[config.mk]
export PLATFORM = sky130hd
export DESIGN_NAME = config_field_extractor_flat
export DESIGN_NICKNAME = d
export VERILOG_FILES = /design/src/rtl/cfe_pkg.sv /design/src/rtl/cfe_ifs.sv /design/src/rtl/cfe_parser.sv /design/src/rtl/config_field_extractor.sv /design/src/flat_wrapper.sv
export SDC_FILE = /design/constraint.sdc
export NUM_CORES = 1
export LEC_CHECK = 0
export BUFFER_PORTS_ARGS = -buffer_cell sky130_fd_sc_hd__buf_4
export CAP_MARGIN = 20
export CORE_MARGIN = 1
export CORE_UTILIZATION = 53
export CTS_CLUSTER_SIZE = 24
export DETAILED_ROUTE_END_ITERATION = 10
export GPL_TIMING_DRIVEN = 0
export PLACE_DENSITY = 0.75
export SKIP_CTS_REPAIR_TIMING = 1
export SLEW_MARGIN = 20
export SYNTH_ARGS = -nofsm -noshare
export SYNTH_HDL_FRONTEND = slang
export SYNTH_SLANG_ARGS = --single-unit
export TNS_END_PERCENT = 10
[constraint.sdc]
create_clock -name clk -period 2.3 [get_ports clk]
set_clock_uncertainty 0.2 [all_clocks]
set_input_delay 0.46 -clock clk [delete_from_list [all_inputs] [get_ports clk]]
set_output_delay 0.46 -clock clk [all_outputs]
set_load 0.02 [all_outputs]
[src/rtl/cfe_pkg.sv]
// ----------------------------------------------------------------------------
// cfe_pkg
// Types and constants of the configuration field extractor.
// ----------------------------------------------------------------------------
`default_nettype none

package cfe_pkg;

    // Output cap on characters of one field
    localparam int FIELD_MAX_DEFAULT = 128;

    localparam logic [7:0]  CHAR_SEMI    = 8'h3B;
    localparam logic [7:0]  CHAR_FF      = 8'hFF;
    localparam logic [7:0]  CHAR_A4      = 8'hA4;
    localparam logic [7:0]  CHAR_NUL     = 8'h00;
    localparam logic [23:0] DIP_WORD     = 24'h444950;
    localparam logic [1:0]  PREFIX_FULL  = 2'd3;

    typedef enum logic [2:0] {
        KIND_NONE       = 3'd0,
        KIND_CHAR       = 3'd1,
        KIND_FIELD_END  = 3'd2,
        KIND_DISCARD    = 3'd3,
        KIND_NO_CONFIG  = 3'd4,
        KIND_STREAM_END = 3'd5
    } kind_t;

    // Parser state carried from byte to byte
    typedef struct packed {
        logic [7:0]  field_number;
        logic [7:0]  chars_sent;
        logic [23:0] prefix_letters;
        logic [1:0]  prefix_count;
        logic        in_snippet;
        logic        finished;
        logic        awaiting_first;
    } state_t;

    // One result
    typedef struct packed {
        kind_t      kind;
        logic [7:0] ch;
        logic       snippet;
    } result_t;

    localparam state_t STATE_CLEAR = '{
        field_number:   8'd0,
        chars_sent:     8'd0,
        prefix_letters: 24'd0,
        prefix_count:   2'd0,
        in_snippet:     1'b0,
        finished:       1'b0,
        awaiting_first: 1'b1
    };

endpackage

`default_nettype wire

[src/rtl/cfe_ifs.sv]
// ----------------------------------------------------------------------------
// cfe_ifs
// Valid/ready channels of the field extractor: byte requests and results.
// ----------------------------------------------------------------------------
`default_nettype none

interface cfe_char_if;
    logic       valid;
    logic       ready;
    logic [7:0] char_in;
    logic       query_start;

    modport source (output valid, output char_in, output query_start, input ready);
    modport sink   (input valid, input char_in, input query_start, output ready);
endinterface

interface cfe_result_if;
    logic       valid;
    logic       ready;
    logic [2:0] result_kind;
    logic [7:0] char_out;
    logic       next_from_snippet;

    modport source (output valid, output result_kind, output char_out,
                    output next_from_snippet, input ready);
    modport sink   (input valid, input result_kind, input char_out,
                    input next_from_snippet, output ready);
endinterface

`default_nettype wire

[src/rtl/cfe_parser.sv]
// ----------------------------------------------------------------------------
// cfe_parser
// Single-byte parse step: next parser state and the result for one byte.
// ----------------------------------------------------------------------------
`default_nettype none

module cfe_parser #(
    parameter int FIELD_MAX = cfe_pkg::FIELD_MAX_DEFAULT
) (
    input  wire logic [7:0]      wanted_field,
    input  wire logic [7:0]      char_in,
    input  wire logic            query_start,
    input  wire cfe_pkg::state_t state_cur,
    output cfe_pkg::state_t      state_next,
    output cfe_pkg::result_t     result
);

    localparam logic [7:0] CAP = 8'(FIELD_MAX);

    cfe_pkg::state_t s;
    cfe_pkg::state_t n;
    cfe_pkg::kind_t  kind;
    logic [7:0]      ch;
    logic            is_dip;
    logic            wanted;

    always_comb
    begin
        // a new query clears the state before the byte is taken
        s      = query_start ? cfe_pkg::STATE_CLEAR : state_cur;
        n      = s;
        kind   = cfe_pkg::KIND_NONE;
        ch     = 8'd0;
        wanted = (s.field_number == wanted_field);
        is_dip = !s.in_snippet && (s.prefix_count == cfe_pkg::PREFIX_FULL)
                 && (s.prefix_letters == cfe_pkg::DIP_WORD);

        if (!s.finished)
        begin
            n.awaiting_first = 1'b0;
            if (s.awaiting_first &&
                (char_in == cfe_pkg::CHAR_FF || char_in == cfe_pkg::CHAR_A4))
            begin
                kind         = cfe_pkg::KIND_NO_CONFIG;
                n.finished   = 1'b1;
                n.in_snippet = 1'b0;
            end
            else if (s.chars_sent >= CAP || char_in == cfe_pkg::CHAR_FF)
            begin
                kind         = cfe_pkg::KIND_STREAM_END;
                n.finished   = 1'b1;
                n.in_snippet = 1'b0;
            end
            else if (char_in == cfe_pkg::CHAR_NUL)
            begin
                // zero in the snippet returns to the main stream
                if (s.in_snippet)
                begin
                    n.in_snippet = 1'b0;
                end
                else
                begin
                    kind         = cfe_pkg::KIND_STREAM_END;
                    n.finished   = 1'b1;
                    n.in_snippet = 1'b0;
                end
            end
            else if (char_in == cfe_pkg::CHAR_SEMI)
            begin
                n.prefix_count   = 2'd0;
                n.prefix_letters = 24'd0;
                if (is_dip)
                begin
                    n.in_snippet = 1'b1;
                    if (wanted)
                    begin
                        n.chars_sent = 8'd0;
                        kind         = cfe_pkg::KIND_DISCARD;
                    end
                end
                else if (wanted)
                begin
                    kind         = cfe_pkg::KIND_FIELD_END;
                    n.finished   = 1'b1;
                    n.in_snippet = 1'b0;
                end
                else
                begin
                    n.field_number = s.field_number + 8'd1;
                end
            end
            else
            begin
                // ordinary character: collect prefix, pass it on if wanted
                if (s.prefix_count != cfe_pkg::PREFIX_FULL)
                begin
                    n.prefix_letters = {s.prefix_letters[15:0], char_in};
                    n.prefix_count   = s.prefix_count + 2'd1;
                end
                if (wanted)
                begin
                    n.chars_sent = s.chars_sent + 8'd1;
                    kind         = cfe_pkg::KIND_CHAR;
                    ch           = char_in;
                end
            end
        end

        state_next     = n;
        result.kind    = kind;
        result.ch      = ch;
        result.snippet = n.in_snippet;
    end

endmodule

`default_nettype wire

[src/rtl/config_field_extractor.sv]
// ----------------------------------------------------------------------------
// config_field_extractor
// Picks one field out of a semicolon-separated configuration byte stream.
// ----------------------------------------------------------------------------
// Usage:
//   src carries one request per byte: char_in and query_start (set on the
//   first byte of a query). res returns exactly one result per request:
//   result_kind, char_out and next_from_snippet, which tells the feeder
//   which source the next byte must come from.
//   cfg_we/cfg_wdata write the wanted field number; write only while idle.
//   A request accepted on src lands in the input register; the parse step
//   then writes its result into the result register, which offers it on
//   res. A stalled res holds the request in the input register.
//   Throughput: one byte per cycle while res does not stall; the parse
//   step between the input and result registers closes the state loop.
//   Reset clears the parser state (next byte starts a query) and sets the
//   wanted field to 0.
//   When res stalls, the result register holds; the input register still
//   takes one more request, then src.ready drops until res drains.
// ----------------------------------------------------------------------------
`default_nettype none

module config_field_extractor #(
    parameter int FIELD_MAX = cfe_pkg::FIELD_MAX_DEFAULT
) (
    input  wire logic       clk,
    input  wire logic       rst_n,
    input  wire logic       cfg_we,
    input  wire logic [7:0] cfg_wdata,
    cfe_char_if.sink        src,
    cfe_result_if.source    res
);

    logic [7:0]       wanted_field_reg;
    logic             in_valid_reg;
    logic [7:0]       in_char_reg;
    logic             in_qs_reg;
    cfe_pkg::state_t  state_reg;
    cfe_pkg::state_t  state_next;
    cfe_pkg::result_t result_next;
    cfe_pkg::result_t result_reg;
    logic             out_valid_reg;
    logic             advance;
    logic             in_take;

    // parse step moves when the result register is free or being drained
    assign advance = in_valid_reg && (!out_valid_reg || res.ready);
    assign src.ready = !in_valid_reg || advance;
    assign in_take = src.valid && src.ready;

    // configuration register
    always_ff @(posedge clk or negedge rst_n)
    begin
        if (!rst_n)
            wanted_field_reg <= 8'd0;
        else if (cfg_we)
            wanted_field_reg <= cfg_wdata;
    end

    // input register control
    always_ff @(posedge clk or negedge rst_n)
    begin
        if (!rst_n)
            in_valid_reg <= 1'b0;
        else if (in_take)
            in_valid_reg <= 1'b1;
        else if (advance)
            in_valid_reg <= 1'b0;
    end

    // input register payload
    always_ff @(posedge clk)
    begin
        if (in_take)
        begin
            in_char_reg <= src.char_in;
            in_qs_reg   <= src.query_start;
        end
    end

    cfe_parser #(
        .FIELD_MAX (FIELD_MAX)
    ) u_parser (
        .wanted_field (wanted_field_reg),
        .char_in      (in_char_reg),
        .query_start  (in_qs_reg),
        .state_cur    (state_reg),
        .state_next   (state_next),
        .result       (result_next)
    );

    // parser state and result valid
    always_ff @(posedge clk or negedge rst_n)
    begin
        if (!rst_n)
        begin
            state_reg     <= cfe_pkg::STATE_CLEAR;
            out_valid_reg <= 1'b0;
        end
        else if (advance)
        begin
            state_reg     <= state_next;
            out_valid_reg <= 1'b1;
        end
        else if (res.ready)
        begin
            out_valid_reg <= 1'b0;
        end
    end

    // result payload
    always_ff @(posedge clk)
    begin
        if (advance)
            result_reg <= result_next;
    end

    assign res.valid             = out_valid_reg;
    assign res.result_kind       = result_reg.kind;
    assign res.char_out          = result_reg.ch;
    assign res.next_from_snippet = result_reg.snippet;

endmodule

`default_nettype wire

[src/flat_wrapper.sv]
// flat-port wrapper written by rule: the top's interface ports become plain ports
module config_field_extractor_flat 
#(
    parameter int FIELD_MAX = cfe_pkg::FIELD_MAX_DEFAULT
)
  (clk, rst_n, cfg_we, cfg_wdata, src_valid, src_char_in, src_query_start, src_ready, res_valid, res_result_kind, res_char_out, res_next_from_snippet, res_ready);
  cfe_char_if src_i ();
  cfe_result_if res_i ();
  input  wire logic clk;
  input  wire logic rst_n;
  input  wire logic cfg_we;
  input  wire logic [7:0] cfg_wdata;
  input wire logic [$bits(src_i.valid)-1:0] src_valid;
  input wire logic [$bits(src_i.char_in)-1:0] src_char_in;
  input wire logic [$bits(src_i.query_start)-1:0] src_query_start;
  output wire logic [$bits(src_i.ready)-1:0] src_ready;
  output wire logic [$bits(res_i.valid)-1:0] res_valid;
  output wire logic [$bits(res_i.result_kind)-1:0] res_result_kind;
  output wire logic [$bits(res_i.char_out)-1:0] res_char_out;
  output wire logic [$bits(res_i.next_from_snippet)-1:0] res_next_from_snippet;
  input wire logic [$bits(res_i.ready)-1:0] res_ready;
  assign src_i.valid = src_valid;
  assign src_i.char_in = src_char_in;
  assign src_i.query_start = src_query_start;
  assign src_ready = src_i.ready;
  assign res_valid = res_i.valid;
  assign res_result_kind = res_i.result_kind;
  assign res_char_out = res_i.char_out;
  assign res_next_from_snippet = res_i.next_from_snippet;
  assign res_i.ready = res_ready;
  config_field_extractor #(.FIELD_MAX(FIELD_MAX)) u_core (.clk(clk), .rst_n(rst_n), .cfg_we(cfg_we), .cfg_wdata(cfg_wdata), .src(src_i), .res(res_i));
endmodule
Word-level counts from Yosys, hierarchy flattened
Cells that the tools add are included.
{"block": "word_totals", "ff_bits": 76, "inputBits": 22, "wordCells": 81}
{"block": "classes", "eq_ne": 7, "reduce_logical": 18, "magnitude_cmp": 1, "add_sub_neg": 3, "bitwise_logic": 1, "n_mux": 34}
{"cell": "$mux W42", "n": 3}
{"cell": "$mux W45", "n": 2}
{"cell": "$mux W8", "n": 6}
{"cell": "$mux W34", "n": 1}
{"cell": "$mux W26", "n": 1}
{"cell": "$eq A24 B23 Y1 const B", "n": 1}
{"cell": "$mux W3", "n": 6}
{"cell": "$add A8 B1 Y8 const B", "n": 2}
{"cell": "$eq A8 B8 Y1 const B", "n": 2}
{"cell": "$mux W2", "n": 7}
{"cell": "$eq A8 B6 Y1 const B", "n": 1}
{"cell": "$eq A8 B8 Y1", "n": 1}
{"cell": "$ge A8 B8 Y1 const B", "n": 1}
{"cell": "$logic_not A8 Y1", "n": 1}
{"cell": "$mux W1", "n": 8}
{"cell": "$reduce_or A6 Y1", "n": 1}
{"cell": "$logic_and A1 B1 Y1", "n": 5}
{"cell": "$logic_or A1 B1 Y1", "n": 4}
{"cell": "$reduce_bool A2 Y1", "n": 2}
{"cell": "$logic_not A1 Y1", "n": 3}
{"cell": "$reduce_or A3 Y1", "n": 1}
{"cell": "$add A2 B1 Y2 const B", "n": 1}
{"cell": "$eq A2 B2 Y1 const B", "n": 1}
{"cell": "$ne A2 B2 Y1 const B", "n": 1}
{"cell": "other kinds (2)", "n": 2}

Logic depth before layout (Yosys ltp)
Gate-level depths: netlist of run 1.
{"block": "depth", "ltp_word": 10, "ltp_mapped": 11}

Cells and area by module
A second synthesis of run 1 with hierarchy kept.
{"block": "unflattened", "hier_cells": 389, "area_unflattened_um2": 4441.8}
{"module": "config_field_extractor", "cells_each": 141, "area_per_inst_um2": 2856.5, "seq_area_each_um2": 2008.2, "n_inst": 1}
{"module": "cfe_parser", "cells_each": 248, "area_per_inst_um2": 1585.3, "seq_area_each_um2": 0.0, "n_inst": 1}

Least setup slack after synthesis of run 1
No wires, ideal clock.
{"block": "synth_timing", "kind": "register -> register", "startpoint": "register u_core.in_qs_reg", "endpoint": "register u_core.state_reg[29] (netlist name)", "path_slack_ns": -0.188, "synth_period_minus_slack_ns": 2.488, "t_arrival_ns": 2.148, "setup_time_ns": 0.139, "required_ns": 1.961, "stages_incl_launch_ff": 10, "path_cell_list": "edfxtp_1 -> buf_2 -> or4_1 -> a32oi_1 -> nand2_2 -> buf_2 -> ha_1 -> nor2_1 -> a31oi_1 -> o21ai_0"}
{"block": "synth_via", "elab_chain_cells": 10, "elab_cells_between_ends": 19, "cone_classes": "1 x add/sub; 1 x order compare; 3 x eq/ne; 9 x mux; 5 x reduce/logical"}
{"item": "start, declared", "line": "config_field_extractor.sv:37", "rtl": "logic in_qs_reg;"}
{"item": "start signal, assigned", "line": "config_field_extractor.sv:77", "rtl": "in_qs_reg <= src.query_start;"}
{"item": "$mux W45 *", "line": "cfe_parser.sv:30", "rtl": "s = query_start ? cfe_pkg::STATE_CLEAR : state_cur;"}
{"item": "branches (longest 8 deep; another with $add A8 B1 Y8)"}
{"item": "$mux W45 *", "line": "cfe_parser.sv:38", "rtl": "if (!s.finished)"}
{"item": "end signal, assigned", "line": "config_field_extractor.sv:97", "rtl": "state_reg <= cfe_pkg::STATE_CLEAR;"}
{"item": "end signal, assigned", "line": "config_field_extractor.sv:102", "rtl": "state_reg <= state_next;"}
{"item": "end, declared", "line": "config_field_extractor.sv:38", "rtl": "cfe_pkg::state_t state_reg;"}
Mark *: on every way between the ends.
A chain may end at the register's enable or synchronous reset.

Worst setup path in the final report of run 1
{"block": "layout_timing", "startpoint": "register u_core.state_reg[43] (netlist name)", "endpoint": "register u_core.state_reg[35] (netlist name)"}
{"block": "layout_via", "elab_chain_cells": 9, "elab_cells_between_ends": 10, "cone_classes": "1 x eq/ne; 9 x mux"}
{"item": "$mux W45 *", "line": "cfe_parser.sv:30"}
{"item": "$eq A8 B8 Y1 *", "line": "cfe_parser.sv:34", "rtl": "wanted = (s.field_number == wanted_field);"}
{"item": "$mux W8", "line": "cfe_parser.sv:75", "rtl": "if (wanted)"}
{"item": "$mux W8", "line": "cfe_parser.sv:72", "rtl": "if (is_dip)"}
{"item": "$mux W34 *", "line": "cfe_parser.sv:68", "rtl": "else if (char_in == cfe_pkg::CHAR_SEMI)"}
{"item": "$mux W42 *", "line": "cfe_parser.sv:54", "rtl": "else if (char_in == cfe_pkg::CHAR_NUL)"}
{"item": "$mux W42 *", "line": "cfe_parser.sv:48", "rtl": "else if (s.chars_sent >= CAP || char_in == cfe_pkg::CHAR_FF)"}
{"item": "$mux W42 *", "line": "cfe_parser.sv:41", "rtl": "if (s.awaiting_first &&"}
{"item": "$mux W45 *", "line": "cfe_parser.sv:38"}
Mark *: on every way between the ends. The rest lies on a longest branch, timed or not.

==> run summary, run 1 <==
max reg flops: 45
CTS Buf Count: 9
combinational power share: 0.150
register area share after synthesis: 0.541
Top FF cell, synth: dfrtp_1
Int Pwr: 2430 uW
failing checks: setup timing
Worst slew margin: 0.530
slowest cell delay on critical path: 0.54 ns
Fmax: 401 MHz
number of synthesized flops with an enable pin: 21
CP cell instances: clkbuf_8 > nand2_2 > or4_4 > a32oi_4 > buf_4 > nand3_1 > o311ai_2 > o41ai_1
Setup Viol. Count Final: 50
HP Class: input port to register
total gr overflow: 0
commonest non-fill, non-tap cell in the layout: buf_4
Worst-Margin Slew: 0.704 ns
required time of the critical path: 2.33 ns
clk slew on worst S/H paths: 0.08 ns
Ys Warns: 0
worst setup margin: -0.192 ns
pin count of the biggest net entering global routing: 56
Clock Tree Buf Depth: 2
GRT Overall Usage: 0.254
CTS tree: yes
initial antenna violation count: 0
Routed WL: 9090 um
Area Growth Syn to Fin: 28.2%
core area: 0.00679 mm2
Die Y: 85.7 um
Peak VDD IR: 536 uV
Worst path slowest cell: or4_4
Async SR Flop Fraction: 0.724
RD Place Congestion: 0.866
Yosys reg bits: 76
initial drt markers: 349
commonest cells after routing, fill and taps aside: buf_4, dfrtp_1, a22o_1
Post-Syn Area: 0.00371 mm2
diodes inserted: 0
Unique masters post-synth: 61
Area after DPL: 0.00416 mm2
layout cells sized above 1: 0.321
I/O Buffers: 34
Final #Nets: 419
Register Area: 0.00201 mm2
# fillers: 478
final setup TNS: -4.61 ns
Antenna Nets Post-Route: 0
drt first pass iters: 5
wire per inst: 18.4 um
power share of the clock group: 0.342
Placed Cells: 458
pre-CTS setup slack: -0.463 ns
clock latency on the worst-skew pair: 0.36 ns
Design Area, Final: 0.00476 mm2
endpoints failing hold: 0
status: finished with violations
IO Pins: 36
vias in the first global route: 2896
Sink Count: 76
Worst setup SP type: register
Tcrit/Tclk final: 1.08
Psw: 912 uW
Slew Limit Fails: 0
Max-cap violations: 0
CP max FO: 6
first-pass GRT wire length: 14200 um
Vias/cell: 6.06
Final Core Density: 0.700
residual DRC count: 0
fin crit period: 2.49 ns
Initial Util: 0.546
Die W: 85.7 um
critical path class: register to register
die area: 0.00734 mm2
DPL Wire Length: 5800 um
syn avg cell area: 11.3 um2
routed vias: 3000
critical path endpoint category: register
switching share of power: 0.273
syn nets: 353
Layout Cells excl Fill: 495
leakage: 0.00195 uW
H-tree Lvls: 3
Root Buffer: clkbuf_8
row count: 30
Reg power frac: 0.509
RSZ-0062 raised after global routing: yes
CP arrival: 2.52 ns
Cell Pwr Density: 701 mW/mm2
Post-Syn Instances: 328
multi-input combinational cell area: 0.00184 mm2
==> cell families after synthesis <==
group / share of synthesized area
AOI/OAI and AO/OA: 0.151
DFF: 0.541
buffers and inverters: 0.0256
xor gates and xnor gates: 0.0260
adders and majority gates: 0.0101
muxes: 0.0297
and+or+nand+nor: 0.217
==> critical path, delay by kind of cell, from the launching register on <==
family / cells / cell delay, ns
and+or+nand+nor: 3 / 0.78
AOI/OAI and AO/OA: 3 / 0.74
DFF: 1 / 0.34
buffers and inverters: 2 / 0.30
==> path summary, 6_finish.rpt <==
path                       cells past startpoint                 start                    end  slack [ns]
max in group asynchronous                      2                 rst_n   u_core.state_reg[40]        0.89
min in group asynchronous                      2                 rst_n   u_core.state_reg[24]        0.48
setup reg to reg                               8  u_core.state_reg[43]   u_core.state_reg[35]       -0.19
hold / removal                                 1        src_char_in[0]  u_core.in_char_reg[0]        0.08
hold reg to reg                                1   u_core.state_reg[0]    u_core.state_reg[0]        0.30
setup / recovery                               8  u_core.state_reg[43]   u_core.state_reg[35]       -0.19
==> metrics by stage <==
step / total power (uW) / hold slack [ns]
after floorplan: 1980 / -0.0356
after global placement: 2140 / 0.275
after detailed placement: 2160 / 0.283
after global routing: 3470 / 0.0569
final: 3340 / 0.0755
after CTS: 3290 / -0.0335
==> power by group through the flow <==
| stage | Combinational, uW | Clock [uW] | Sequential (uW) |
|---|---|---|---|
| floorplan | 293 | 0 | 1690 |
| global placement | 430 | 0 | 1710 |
| detailed placement | 443 | 0 | 1720 |
| CTS | 444 | 1150 | 1690 |
| global route | 546 | 1210 | 1710 |
| finish | 499 | 1140 | 1700 |
==> layout make-up <==
type	count	share of cell area
Sequential cell	76	0.422
Multi-Input combinational cell	233	0.386
Timing Repair Buffer	56	0.0897
Clock buffer	11	0.0284
Buffer	13	0.0255
Tap cell	96	0.0252
Clock inverter	5	0.0176
Inverter	5	0.00473
==> routing by layer <==
layer,part of all wire,global-route usage,wire (um),up-vias
li1,-,-,-,1394
met1,0.44,0.339,4010,1458
met2,0.48,0.385,4360,127
met3,0.054,0.0703,495,21
met4,0.025,0.127,229,0
met5,0,0,0,-
==> Yosys cell counts, types with 5 or more instances <==
cell type | n | area share
nor4b_1 | 6 | 0.014
o21ai_0 | 11 | 0.015
nor3_1 | 5 | 0.0067
edfxtp_1 | 21 | 0.17
nor2b_1 | 5 | 0.0084
and3_1 | 6 | 0.010
and2_1 | 12 | 0.020
clkbuf_1 | 6 | 0.0061
xor2_1 | 8 | 0.019
nand4_1 | 8 | 0.013
nand2_1 | 25 | 0.025
a22o_1 | 24 | 0.057
nor2_1 | 23 | 0.023
dfrtp_1 | 54 | 0.36
a21oi_1 | 7 | 0.0094
nand3_1 | 12 | 0.016
mux2_2 | 8 | 0.024
(Power assumes the default switching activity.)
==> run 2, diff against run 1 <==
--- a/config.mk
+++ b/config.mk
@@ -8,11 +8,11 @@
 export BUFFER_PORTS_ARGS = -buffer_cell sky130_fd_sc_hd__buf_4
 export CAP_MARGIN = 20
 export CORE_MARGIN = 1
-export CORE_UTILIZATION = 53
+export CORE_UTILIZATION = 45
 export CTS_CLUSTER_SIZE = 24
 export DETAILED_ROUTE_END_ITERATION = 10
 export GPL_TIMING_DRIVEN = 0
-export PLACE_DENSITY = 0.75
+export PLACE_DENSITY = 0.66
 export SKIP_CTS_REPAIR_TIMING = 1
 export SLEW_MARGIN = 20
 export SYNTH_ARGS = -nofsm -noshare
==> run summary, run 2 (synthesis gave the netlist of run 1 again) <==
status: finished with violations
failing checks: setup timing
residual DRC count: 0 (unchanged)
Vias/cell: 5.99 (-1.2%)
Setup Viol. Count Final: 49 (-2.0%)
RSZ-0062 raised after global routing: yes
Placed Cells: 464 (+1.3%)
max reg flops: 45 (unchanged)
switching share of power: 0.280 (+0.00720)
commonest non-fill, non-tap cell in the layout: buf_4
start point of the critical path: u_core.state_reg[43]
vias in the first global route: 2884 (-0.41%)
commonest cells after routing, fill and taps aside: buf_4, dfrtp_1, a22o_1
combinational power share: 0.150 (about the same)
row count: 32 (+6.7%)
fin crit period: 2.48 ns (-0.0124 ns)
total gr overflow: 0 (unchanged)
Die Y: 92.8 um (+8.3%)
CP max FO: 8 (+2)
startpoint of the worst register-to-register path: u_core.state_reg[43]
Sink Count: 76 (unchanged)
Cell Pwr Density: 697 mW/mm2 (-0.60%)
Area Growth Syn to Fin: 29.2%
wire per inst: 18.0 um (-1.8%)
routed vias: 3023 (+0.77%)
critical path capture point: u_core.state_reg[29]
RD Place Congestion: 0.854 (-1.4%)
Routed WL: 9110 um (+0.23%)
worst setup margin: -0.180 ns (+0.0124 ns)
first-pass GRT wire length: 14700 um (+3.3%)
Peak VDD IR: 326 uV (-39%)
Fmax: 403 MHz (+0.50%)
required time of the critical path: 2.33 ns (about the same)
diodes inserted: 0 (unchanged)
critical path class: register to register
Worst-Margin Slew: 0.696 ns (-0.00890 ns)
Worst setup SP type: register
R2R cell count: 10 (+2)
GRT Overall Usage: 0.224 (-0.0301)
HP Class: input port to register
endpoints failing hold: 0 (unchanged)
DPL Wire Length: 6170 um (+6.5%)
initial antenna violation count: 0 (unchanged)
IO Pins: 36 (unchanged)
CTS tree: yes
Int Pwr: 2410 uW (-0.83%)
Reg2Reg Setup Slack: -0.18 ns (about the same)
clk slew on worst S/H paths: 0.08 ns (about the same)
initial drt markers: 286 (-18%)
Reg power frac: 0.508 (about the same)
pin count of the biggest net entering global routing: 56 (unchanged)
CP arrival: 2.51 ns (about the same)
Slew Limit Fails: 0 (unchanged)
core area: 0.00785 mm2 (+16%)
Final #Nets: 423 (+0.95%)
critical path endpoint category: register
Antenna Nets Post-Route: 0 (unchanged)
Die W: 92.8 um (+8.3%)
Root Buffer: clkbuf_8
leakage: 0.00198 uW (+1.4%)
Initial Util: 0.473 (-0.0733)
Final Power: 3340 uW (+0.16%)
Tcrit/Tclk final: 1.08 (-0.00537)
RR Endpoint: u_core.state_reg[29]
die area: 0.00861 mm2 (+17%)
Layout Cells excl Fill: 505 (+2.0%)
power share of the clock group: 0.341 (about the same)
Psw: 937 uW (+2.8%)
pre-CTS setup slack: -0.502 ns (-0.0398 ns)
layout cells sized above 1: 0.328 (+0.00674)
H-tree Lvls: 3 (unchanged)
Worst slew margin: 0.536 (+0.00593)
CTS Buf Count: 9 (unchanged)
I/O Buffers: 34 (unchanged)
drt first pass iters: 5 (unchanged)
Clock Tree Buf Depth: 2 (unchanged)
Max-cap violations: 0 (unchanged)
clock latency on the worst-skew pair: 0.36 ns (about the same)
[run 2: cell count changes in the layout (fill, tap and decap cells not counted), moves of 2 or more]
cell and delta:
buf_4 +5, and2_1 -3, and2_4 +3, o311ai_2 -2
[run 2: worst min-delay path by stage]
stage	slack, ns	startpoint	end	cells after the start
5_1_grt	0.05	src_query_start	u_core.in_qs_reg	1
6_report	0.07	src_query_start	u_core.in_qs_reg	1
3_5_place_dp	0.29	u_core.state_reg[0]	u_core.state_reg[0]	1
4_1_cts	-0.04	rst_n	u_core.state_reg[26]	1
3_3_place_gp	0.28	u_core.in_valid_reg	u_core.res.valid	1
2_1_floorplan	-0.04	rst_n	u_core.in_valid_reg	0
[run 2: cell type report]
cell class | count | area, um2
flip-flops and latches | 76 | 2010
plain buffers | 13 | 125
inverters | 5 | 22.5
clock inverters | 5 | 63.8
repair buffers | 60 | 453
fillers | 673 | 3050
multi-input cells | 233 | 1830
well taps | 102 | 128
clock buffers | 11 | 163
[run 2: layer usage]
layer,track usage,part of all wire,vias to the layer above
met4,0.104,0.022,0
met1,0.304,0.44,1482
li1,-,-,1395
met2,0.344,0.48,127
met5,0,0,-
met3,0.0476,0.060,19
[run 2: power groups by stage]
stage	sequential, uW	combinational, uW	clock [uW]
2_1_floorplan	1690	293	0
3_3_place_gp	1720	434	0
3_5_place_dp	1720	446	0
4_1_cts	1700	445	1160
5_1_grt	1720	551	1210
6_report	1700	502	1140
[run 2: stage by stage]
step	TNS, ns	area, um2	hold WS (ns)	util
detailed placement	-17.59	4160	0.288	0.531
finish	-3.42	4790	0.0677	0.611
global route	-9.59	4790	0.0533	0.611
floorplan	-0.263	3780	-0.0356	-
CTS	-16.63	4390	-0.0382	0.559
global placement	-16.94	4160	0.280	0.531
[run 2: critical path, stage by stage (launching register included)]
cell and delay [ns]:
dfrtp_1 0.37, buf_8 0.11, nand2_2 0.03, or4_4 0.54
a32oi_4 0.29, nand2_4 0.13, buf_8 0.16, ha_4 0.25
nor2_1 0.03, a31oi_1 0.15, o21ai_1 0.08
